--- src/rtl/core/badc_pkg.sv ---
// ----------------------------------------------------------------------------
// badc_pkg: shared types and constants for the block average distance converter
// Item structs, lane status, register indexes and fixed-point constants.
// ----------------------------------------------------------------------------
package badc_pkg;

    localparam int NUM_CH                  = 4;
    localparam int SAMPLE_W                = 10;
    localparam int DIST_W                  = 16;
    localparam int CFG_W                   = 16;
    localparam int CFG_IDX_W               = 4;
    localparam int SAMPLES_PER_AVERAGE_DEF = 10;

    // Average is at most 1023, so it keeps the sample width
    localparam int AVG_W     = SAMPLE_W;
    // Denominator in hundredths: 1023 * 100 + 65535 fits in 18 bits
    localparam int DEN_W     = 18;
    // Numerator: 65535 * 100 * 64 fits in 29 bits
    localparam int NUM_W     = 29;
    localparam int Q6_FRAC_W = 6;

    localparam logic [6:0]        HUNDRED  = 7'd100;
    localparam logic [NUM_W-1:0]  Q6_ONE   = NUM_W'(64);
    localparam logic [DIST_W-1:0] DIST_MAX = '1;

    localparam logic [CFG_W-1:0] SCALE_RESET  = 16'd2914;
    localparam logic [CFG_W-1:0] OFFSET_RESET = 16'd498;

    localparam logic [CFG_IDX_W-1:0] CFG_SCALE_NUMERATOR   = CFG_IDX_W'(0);
    localparam logic [CFG_IDX_W-1:0] CFG_OFFSET_HUNDREDTHS = CFG_IDX_W'(1);

    typedef struct packed {
        logic [SAMPLE_W-1:0] sample_ch0;
        logic [SAMPLE_W-1:0] sample_ch1;
        logic [SAMPLE_W-1:0] sample_ch2;
        logic [SAMPLE_W-1:0] sample_ch3;
    } in_item_t;

    typedef struct packed {
        logic [DIST_W-1:0] distance_ch0;
        logic [DIST_W-1:0] distance_ch1;
        logic [DIST_W-1:0] distance_ch2;
        logic [DIST_W-1:0] distance_ch3;
    } out_item_t;

    typedef struct packed {
        logic busy;
        logic done;
    } lane_status_t;

endpackage

--- src/rtl/core/badc_div.sv ---
// ----------------------------------------------------------------------------
// badc_div: restoring divider, one quotient bit per cycle
// Unsigned division; a zero divisor gives an all-ones quotient.
// ----------------------------------------------------------------------------
module badc_div #(
    parameter int DVD_W = 29,
    parameter int DSR_W = 18
) (
    input  logic             clk,
    input  logic             rst_n,
    input  logic             start,
    input  logic [DVD_W-1:0] dividend,
    input  logic [DSR_W-1:0] divisor,
    output logic             busy,
    output logic             done,
    output logic [DVD_W-1:0] quotient
);

    localparam int CNT_W = $clog2(DVD_W + 1);

    logic             busy_reg, busy_next;
    logic             done_reg, done_next;
    logic [CNT_W-1:0] cnt_reg, cnt_next;
    logic [DVD_W-1:0] quo_reg, quo_next;
    logic [DSR_W:0]   rem_reg, rem_next;
    logic [DSR_W-1:0] dsr_reg, dsr_next;

    logic [DSR_W:0] shifted;
    logic [DSR_W:0] diff;
    logic           ge;

    assign shifted = {rem_reg[DSR_W-1:0], quo_reg[DVD_W-1]};
    assign ge      = shifted >= {1'b0, dsr_reg};
    assign diff    = shifted - {1'b0, dsr_reg};

    always_comb
    begin
        busy_next = busy_reg;
        done_next = 1'b0;
        cnt_next  = cnt_reg;
        quo_next  = quo_reg;
        rem_next  = rem_reg;
        dsr_next  = dsr_reg;
        if (start)
        begin
            busy_next = 1'b1;
            cnt_next  = CNT_W'(DVD_W);
            quo_next  = dividend;
            rem_next  = '0;
            dsr_next  = divisor;
        end
        else if (busy_reg)
        begin
            // shift the next dividend bit in, keep the quotient bit at the bottom
            rem_next = ge ? diff : shifted;
            quo_next = {quo_reg[DVD_W-2:0], ge};
            cnt_next = cnt_reg - CNT_W'(1);
            if (cnt_reg == CNT_W'(1))
            begin
                busy_next = 1'b0;
                done_next = 1'b1;
            end
        end
    end

    always_ff @(posedge clk or negedge rst_n)
    begin
        if (!rst_n)
        begin
            busy_reg <= 1'b0;
            done_reg <= 1'b0;
            cnt_reg  <= '0;
        end
        else
        begin
            busy_reg <= busy_next;
            done_reg <= done_next;
            cnt_reg  <= cnt_next;
        end
    end

    always_ff @(posedge clk)
    begin
        quo_reg <= quo_next;
        rem_reg <= rem_next;
        dsr_reg <= dsr_next;
    end

    assign busy     = busy_reg;
    assign done     = done_reg;
    assign quotient = quo_reg;

endmodule

--- src/rtl/core/badc_lane.sv ---
// ----------------------------------------------------------------------------
// badc_lane: one channel of accumulation, averaging and range conversion
// Keeps the running sum; on the last item of a block it takes the average by
// a reciprocal multiplication and then divides the scaled numerator by the
// offset average.
// ----------------------------------------------------------------------------
module badc_lane #(
    parameter int SAMPLES_PER_AVERAGE = badc_pkg::SAMPLES_PER_AVERAGE_DEF
) (
    input  logic                           clk,
    input  logic                           rst_n,
    input  logic                           accept,
    input  logic                           last,
    input  logic [badc_pkg::SAMPLE_W-1:0]  sample,
    input  logic [badc_pkg::CFG_W-1:0]     scale,
    input  logic [badc_pkg::CFG_W-1:0]     offset,
    output badc_pkg::lane_status_t         status,
    output logic [badc_pkg::DIST_W-1:0]    distance
);

    import badc_pkg::*;

    localparam int SUM_W   = $clog2(SAMPLES_PER_AVERAGE * 1023 + 1);
    // Reciprocal of the block length, exact for every sum below 2**SUM_W
    localparam int SHIFT_W = SUM_W + $clog2(SAMPLES_PER_AVERAGE);
    localparam int RCP_W   = SUM_W + 1;
    localparam int PROD_W  = SUM_W + RCP_W;
    localparam logic [RCP_W-1:0] AVG_RCP =
        RCP_W'(((1 << SHIFT_W) + SAMPLES_PER_AVERAGE - 1) / SAMPLES_PER_AVERAGE);

    typedef enum logic [1:0] {
        S_IDLE,
        S_AVG,
        S_START,
        S_CONV
    } lane_state_t;

    lane_state_t       state_reg, state_next;
    logic [SUM_W-1:0]  sum_reg, sum_next;
    logic [AVG_W-1:0]  avg_reg, avg_next;
    logic [DIST_W-1:0] dist_reg, dist_next;
    logic              done_reg, done_next;

    logic             div_start;
    logic             div_busy;
    logic             div_done;
    logic [NUM_W-1:0] div_quotient;

    logic [SUM_W-1:0]  sum_in;
    logic [PROD_W-1:0] avg_prod;
    logic [DEN_W-1:0]  den;
    logic [NUM_W-1:0]  num;
    logic [NUM_W-1:0]  quo;
    logic [NUM_W-1:0]  dist_wide;

    assign sum_in   = sum_reg + SUM_W'(sample);
    assign avg_prod = PROD_W'(sum_reg) * PROD_W'(AVG_RCP);
    assign den      = DEN_W'(avg_reg) * DEN_W'(HUNDRED) + DEN_W'(offset);
    assign num      = (NUM_W'(scale) * NUM_W'(HUNDRED)) << Q6_FRAC_W;
    assign quo      = div_quotient;

    // A zero denominator leaves an all-ones quotient, which saturates below
    assign dist_wide = quo - Q6_ONE;

    always_comb
    begin
        state_next = state_reg;
        sum_next   = sum_reg;
        avg_next   = avg_reg;
        dist_next  = dist_reg;
        done_next  = 1'b0;
        div_start  = 1'b0;
        case (state_reg)
            S_IDLE:
            begin
                if (accept)
                begin
                    sum_next = sum_in;
                    if (last)
                        state_next = S_AVG;
                end
            end
            S_AVG:
            begin
                avg_next   = avg_prod[SHIFT_W +: AVG_W];
                sum_next   = '0;
                state_next = S_START;
            end
            S_START:
            begin
                div_start  = 1'b1;
                state_next = S_CONV;
            end
            S_CONV:
            begin
                if (div_done)
                begin
                    if (quo < Q6_ONE)
                        dist_next = '0;
                    else if (dist_wide > NUM_W'(DIST_MAX))
                        dist_next = DIST_MAX;
                    else
                        dist_next = dist_wide[DIST_W-1:0];
                    done_next  = 1'b1;
                    state_next = S_IDLE;
                end
            end
            default:
            begin
                state_next = S_IDLE;
            end
        endcase
    end

    always_ff @(posedge clk or negedge rst_n)
    begin
        if (!rst_n)
        begin
            state_reg <= S_IDLE;
            sum_reg   <= '0;
            avg_reg   <= '0;
            done_reg  <= 1'b0;
            dist_reg  <= '0;
        end
        else
        begin
            state_reg <= state_next;
            sum_reg   <= sum_next;
            avg_reg   <= avg_next;
            done_reg  <= done_next;
            dist_reg  <= dist_next;
        end
    end

    badc_div #(
        .DVD_W (NUM_W),
        .DSR_W (DEN_W)
    ) u_div (
        .clk      (clk),
        .rst_n    (rst_n),
        .start    (div_start),
        .dividend (num),
        .divisor  (den),
        .busy     (div_busy),
        .done     (div_done),
        .quotient (div_quotient)
    );

    assign status   = '{busy: (state_reg != S_IDLE) || div_busy, done: done_reg};
    assign distance = dist_reg;

endmodule

--- src/rtl/core/block_average_distance_converter_unit.sv ---
// ----------------------------------------------------------------------------
// block_average_distance_converter_unit: four-channel boxcar average to range
// Averages blocks of ADC items per channel and converts each average to a
// saturated Q10.6 distance in centimetres.
// ----------------------------------------------------------------------------
// An item that does not close a block gives no result. The item that closes a
// block starts four lanes, one per channel: each takes its average by a
// reciprocal multiplication, then runs a restoring divider that produces the
// 29-bit quotient one bit a cycle, and the input stalls while the lanes are
// busy. A closing item also stalls while the previous result has not been
// taken. The configuration port is always ready; write it only while the
// block is idle.
module block_average_distance_converter_unit #(
    parameter int SAMPLES_PER_AVERAGE = badc_pkg::SAMPLES_PER_AVERAGE_DEF
) (
    input  logic                            clk,
    input  logic                            rst_n,
    input  logic                            in_valid,
    output logic                            in_stall,
    input  badc_pkg::in_item_t              in_data,
    output logic                            out_valid,
    input  logic                            out_stall,
    output badc_pkg::out_item_t             out_data,
    input  logic                            cfg_valid,
    output logic                            cfg_ready,
    input  logic [badc_pkg::CFG_IDX_W-1:0]  cfg_index,
    input  logic [badc_pkg::CFG_W-1:0]      cfg_data
);

    import badc_pkg::*;

    localparam int CNT_W = $clog2(SAMPLES_PER_AVERAGE + 1);

    logic [CFG_W-1:0] scale_reg, scale_next;
    logic [CFG_W-1:0] offset_reg, offset_next;
    logic [CNT_W-1:0] count_reg, count_next;
    logic             out_valid_reg, out_valid_next;
    out_item_t        out_data_reg, out_data_next;

    logic [SAMPLE_W-1:0] samples [NUM_CH];
    logic [DIST_W-1:0]   dists   [NUM_CH];
    lane_status_t        lane_status [NUM_CH];
    logic [NUM_CH-1:0]   lane_busy;
    logic [NUM_CH-1:0]   lane_done;

    logic in_accept;
    logic last;
    logic lanes_busy;
    logic lanes_done;

    assign samples[0] = in_data.sample_ch0;
    assign samples[1] = in_data.sample_ch1;
    assign samples[2] = in_data.sample_ch2;
    assign samples[3] = in_data.sample_ch3;

    assign last       = count_reg == CNT_W'(SAMPLES_PER_AVERAGE - 1);
    assign lanes_busy = |lane_busy;
    assign lanes_done = &lane_done;

    // Hold every item back while the lanes are busy, and a closing item until the result slot is free
    assign in_stall  = lanes_busy || ((out_valid_reg || lanes_done) && last);
    assign in_accept = in_valid && !in_stall;
    assign cfg_ready = 1'b1;

    for (genvar ch = 0; ch < NUM_CH; ch++)
    begin : g_lane
        badc_lane #(
            .SAMPLES_PER_AVERAGE (SAMPLES_PER_AVERAGE)
        ) u_lane (
            .clk      (clk),
            .rst_n    (rst_n),
            .accept   (in_accept),
            .last     (last),
            .sample   (samples[ch]),
            .scale    (scale_reg),
            .offset   (offset_reg),
            .status   (lane_status[ch]),
            .distance (dists[ch])
        );
        assign lane_busy[ch] = lane_status[ch].busy;
        assign lane_done[ch] = lane_status[ch].done;
    end

    always_comb
    begin
        scale_next     = scale_reg;
        offset_next    = offset_reg;
        count_next     = count_reg;
        out_valid_next = out_valid_reg;
        out_data_next  = out_data_reg;

        if (cfg_valid && cfg_ready)
        begin
            case (cfg_index)
                CFG_SCALE_NUMERATOR:   scale_next  = cfg_data;
                CFG_OFFSET_HUNDREDTHS: offset_next = cfg_data;
                default:               ;
            endcase
        end

        if (in_accept)
            count_next = last ? '0 : count_reg + CNT_W'(1);

        if (out_valid_reg && !out_stall)
            out_valid_next = 1'b0;

        // Merge the four lanes into one result item
        if (lanes_done)
        begin
            out_valid_next              = 1'b1;
            out_data_next.distance_ch0  = dists[0];
            out_data_next.distance_ch1  = dists[1];
            out_data_next.distance_ch2  = dists[2];
            out_data_next.distance_ch3  = dists[3];
        end
    end

    always_ff @(posedge clk or negedge rst_n)
    begin
        if (!rst_n)
        begin
            scale_reg     <= SCALE_RESET;
            offset_reg    <= OFFSET_RESET;
            count_reg     <= '0;
            out_valid_reg <= 1'b0;
        end
        else
        begin
            scale_reg     <= scale_next;
            offset_reg    <= offset_next;
            count_reg     <= count_next;
            out_valid_reg <= out_valid_next;
        end
    end

    always_ff @(posedge clk)
    begin
        out_data_reg <= out_data_next;
    end

    assign out_valid = out_valid_reg;
    assign out_data  = out_data_reg;

`ifndef ASSERT_OFF
    a_lanes_in_step: assert property (@(posedge clk) disable iff (!rst_n)
        (|lane_done) |-> lanes_done)
        else $error("lanes finished out of step");

    a_no_accept_busy: assert property (@(posedge clk) disable iff (!rst_n)
        lanes_busy |-> in_stall)
        else $error("item accepted while lanes busy");

    a_close_starts: assert property (@(posedge clk) disable iff (!rst_n)
        (in_accept && last) |=> lanes_busy)
        else $error("closing item did not start the lanes");

    a_result_from_lanes: assert property (@(posedge clk) disable iff (!rst_n)
        $rose(out_valid_reg) |-> $past(lanes_done))
        else $error("result raised without lane completion");

    a_no_overwrite: assert property (@(posedge clk) disable iff (!rst_n)
        lanes_done |-> !out_valid_reg)
        else $error("lane result would overwrite a pending item");
`endif

endmodule

--- config.mk ---
export PLATFORM = sky130hd
export DESIGN_NAME = block_average_distance_converter_unit
export DESIGN_NICKNAME = d
export VERILOG_FILES = /design/src/rtl/core/badc_pkg.sv /design/src/rtl/core/badc_div.sv /design/src/rtl/core/badc_lane.sv /design/src/rtl/core/block_average_distance_converter_unit.sv
export SDC_FILE = /design/constraint.sdc
export NUM_CORES = 2
export LEC_CHECK = 0
export BUFFER_PORTS_ARGS = -buffer_cell sky130_fd_sc_hd__buf_2
export CORE_ASPECT_RATIO = 1.25
export CORE_MARGIN = 1.5
export CORE_UTILIZATION = 53
export CTS_CLUSTER_SIZE = 12
export DETAILED_ROUTE_END_ITERATION = 8
export PLACE_DENSITY_LB_ADDON = 0.3
export SLEW_MARGIN = 5
export SYNTH_ARGS = -nofsm -noshare
export SYNTH_HDL_FRONTEND = slang
export SYNTH_SLANG_ARGS = --single-unit
--- constraint.sdc ---
create_clock -name clk -period 11.9 [get_ports clk]
set_clock_uncertainty 0.05 [all_clocks]
set_input_delay 1.19 -clock clk [delete_from_list [all_inputs] [get_ports clk]]
set_output_delay 1.19 -clock clk [all_outputs]
set_load 0.005 [all_outputs]
==> reports/qor.txt <==
Placer Congestion: 0.916
path depth of the worst reg2reg path: 22
vias in the first global route: 34100
fin nets: 5977
Cells after Synth: 4725
clock transition at the registers of the reported paths: 60 ps
post-CTS setup buffer count: 0
Final Setup Violations: 0
reg2reg end: g_lane[1].u_lane.avg_reg[6]$_DFFE_PN0P_
status: completed
Worst slew margin: 0.193
TritonCTS buffer count: 61
cts repair resizes: 0
critical path class: reg2reg
Ys Warns: 0
Achievable Freq: 160 MHz
CP Launch Type: flip-flop
Final TNS setup: 0 ps
drt drc: 0
most frequent cell after synthesis: inv_1
Die Area: 92200 um2
Worst Hold Path EP: out_data[46]$_DFFE_PP_
Die W: 272 um
WP buf/inv: 6
grt total ovfl: 0
share of synthesized area occupied by flip-flops and latches: 0.306
Commonest cells post-synth: inv_1, ha_1, nor2_1
Final Hold Viols: 0
IO Pins: 132
clk_lat worst skew: 670 ps
post-synthesis cell type count: 102
fin worst setup slack: 5650 ps
fraction of registers with async set/reset: 0.422
Synth top area share: 0.204
Worst R2R Setup Slack: 5650 ps
diodes inserted: 0
antenna viol nets, final: 0
Total GRT Usage: 0.229
first-pass iteration count of the detailed router: 6
RSZ-0062 raised after global routing: no
crit end category: flip-flop
number of flip-flops in the largest register: 116
Tightest Hold Check Type: reg2reg
DIE HEIGHT: 339 um
core area: 89700 um2
max incr delay on CP: 530 ps
global-route wire length before repair: 171 mm
Max Cap Viol: 0
layout cells sized above 1: 0.0773
Initial Utilization: 0.534
hpwl dp: 83.7 mm
antenna violations before repair: 6
CTS tree: built
min cycle time layout: 6250 ps
#FFs+latches synth: 561
largest cells by area after synthesis: ha_1, edfxtp_1, fa_1
RR Startpoint: g_lane[1].u_lane.sum_reg[12]$_DFFE_PN0P_
Critical-path top delay cell: fa_1
leading area contributor after synthesis: ha_1
Iter 0 DRT Violations: 1651
port buffer count: 130
CP Data Required Time: 12400 ps
Post-Syn Area: 47900 um2
Max FO, Critical Path: 4
hold wc startpoint: g_lane[1].u_lane.distance[14]$_DFFE_PN0P_
CP arrival: 6750 ps
row count: 123
Root Driver: clkbuf_16
cell family with most CP delay: adder cells
top_reg_cell synth: dfrtp_1
WHS Path Cells: 0
Cell Chain, Critical Path: inv_1, ha_1, inv_1, fa_1, fa_1, inv_1, fa_1, inv_1, fa_1, inv_1, fa_1, inv_1, ha_1, a211o_1, a2111o_1, a211oi_2, o31ai_2, a41oi_2, a21boi_2, o21a_1, or3_1, a31o_1
worst slack, placed: 5640 ps
# H-tree levels: 2
routed vias: 33400
Clock Sinks: 561
via/cell ratio: 5.49
Hold Buf Count CTS: 0
final worst path period share: 0.525
Area Growth Syn to Fin: 8.27%
DR WL/cell: 17.1 um
Routed Wire Length: 104 mm
number of flops mapped to enable cells by yosys: 220
fin. max-slew vios: 0
clk buf depth: 3
most used cell, CP: inv_1
syn nets: 5855
slew of the pin with the lowest slew margin: 1210 ps
Avg Inst Size Synth: 10.1 um2
largest net degree at the start of global routing: 70
routing by layer:
layer | GRT usage | up-vias | wire length (um)
li1 | - | 16500 | -
met4 | 0.0916 | 4 | 4410
met5 | 0 | - | 27
met3 | 0.0263 | 198 | 3850
met1 | 0.279 | 16100 | 44100
met2 | 0.410 | 611 | 51800
cells in the final DEF (no fill, tap or decap), types with 43 or more instances in the layout:
cell type	n
nor2_1	309
dfxtp_1	104
edfxtp_1	220
inv_1	809
nor3_1	65
a211oi_1	53
ha_1	778
fa_1	283
mux2_2	47
a21o_1	70
a21oi_1	185
a22o_1	115
o21ai_0	169
xnor2_1	176
nand2_1	196
clkbuf_16	61
xor2_1	108
dfrtp_1	222
buf_2	129
mux2i_1	67
a221o_1	43
how the worst max path moves through the flow:
stage               cells after the start                                 endpoint                                      from  slack [ps]
floorplan                              20  g_lane[1].u_lane.avg_reg[6]$_DFFE_PN0P_  g_lane[1].u_lane.sum_reg[11]$_DFFE_PN0P_        5990
detailed placement                     20  g_lane[3].u_lane.avg_reg[9]$_DFFE_PN0P_  g_lane[3].u_lane.sum_reg[11]$_DFFE_PN0P_        5640
CTS                                    20  g_lane[3].u_lane.avg_reg[9]$_DFFE_PN0P_  g_lane[3].u_lane.sum_reg[11]$_DFFE_PN0P_        5630
global route                           22  g_lane[3].u_lane.avg_reg[9]$_DFFE_PN0P_  g_lane[3].u_lane.sum_reg[12]$_DFFE_PN0P_        5280
finish                                 22  g_lane[1].u_lane.avg_reg[6]$_DFFE_PN0P_  g_lane[1].u_lane.sum_reg[12]$_DFFE_PN0P_        5650
global placement                       20  g_lane[1].u_lane.avg_reg[6]$_DFFE_PN0P_  g_lane[1].u_lane.sum_reg[11]$_DFFE_PN0P_        5740
metrics by stage:
stage                     hold slack, ps  instance area, um2  std cells   util
final                                392               51900       6087  0.578
after global routing                 410               51900       6087  0.578
after CTS                            393               51900       6087  0.578
after detailed placement             387               49900       5971  0.556
after global placement               382               49900       5971  0.556
after floorplan                      375               47900       4725      -
cell type report:
type                       count  area [um2]
clock inverter                29         330
inverter                     809        3040
clock buffer                  87        1660
tap                         1187        1490
multi-input combinational   3256       29800
fill                        7761       37900
timing repair buffer         158         871
sequential                   561       14600
kinds of logic (layout without fill, tap and decap cells):
kind of cell,Yosys count,in the layout,synth area share
other cells,1,1,0.0000783
buf+inv,908,1083,0.0723
flops,561,561,0.306
fa+ha+maj,1065,1065,0.323
simple gates,893,893,0.0907
compound gates,899,899,0.132
mux,114,114,0.0251
xor+xnor,284,284,0.0519
Power is left out: the tool's default activity adds up to more than one toggle a clock period on the data nets, which glitch-free logic cannot reach.
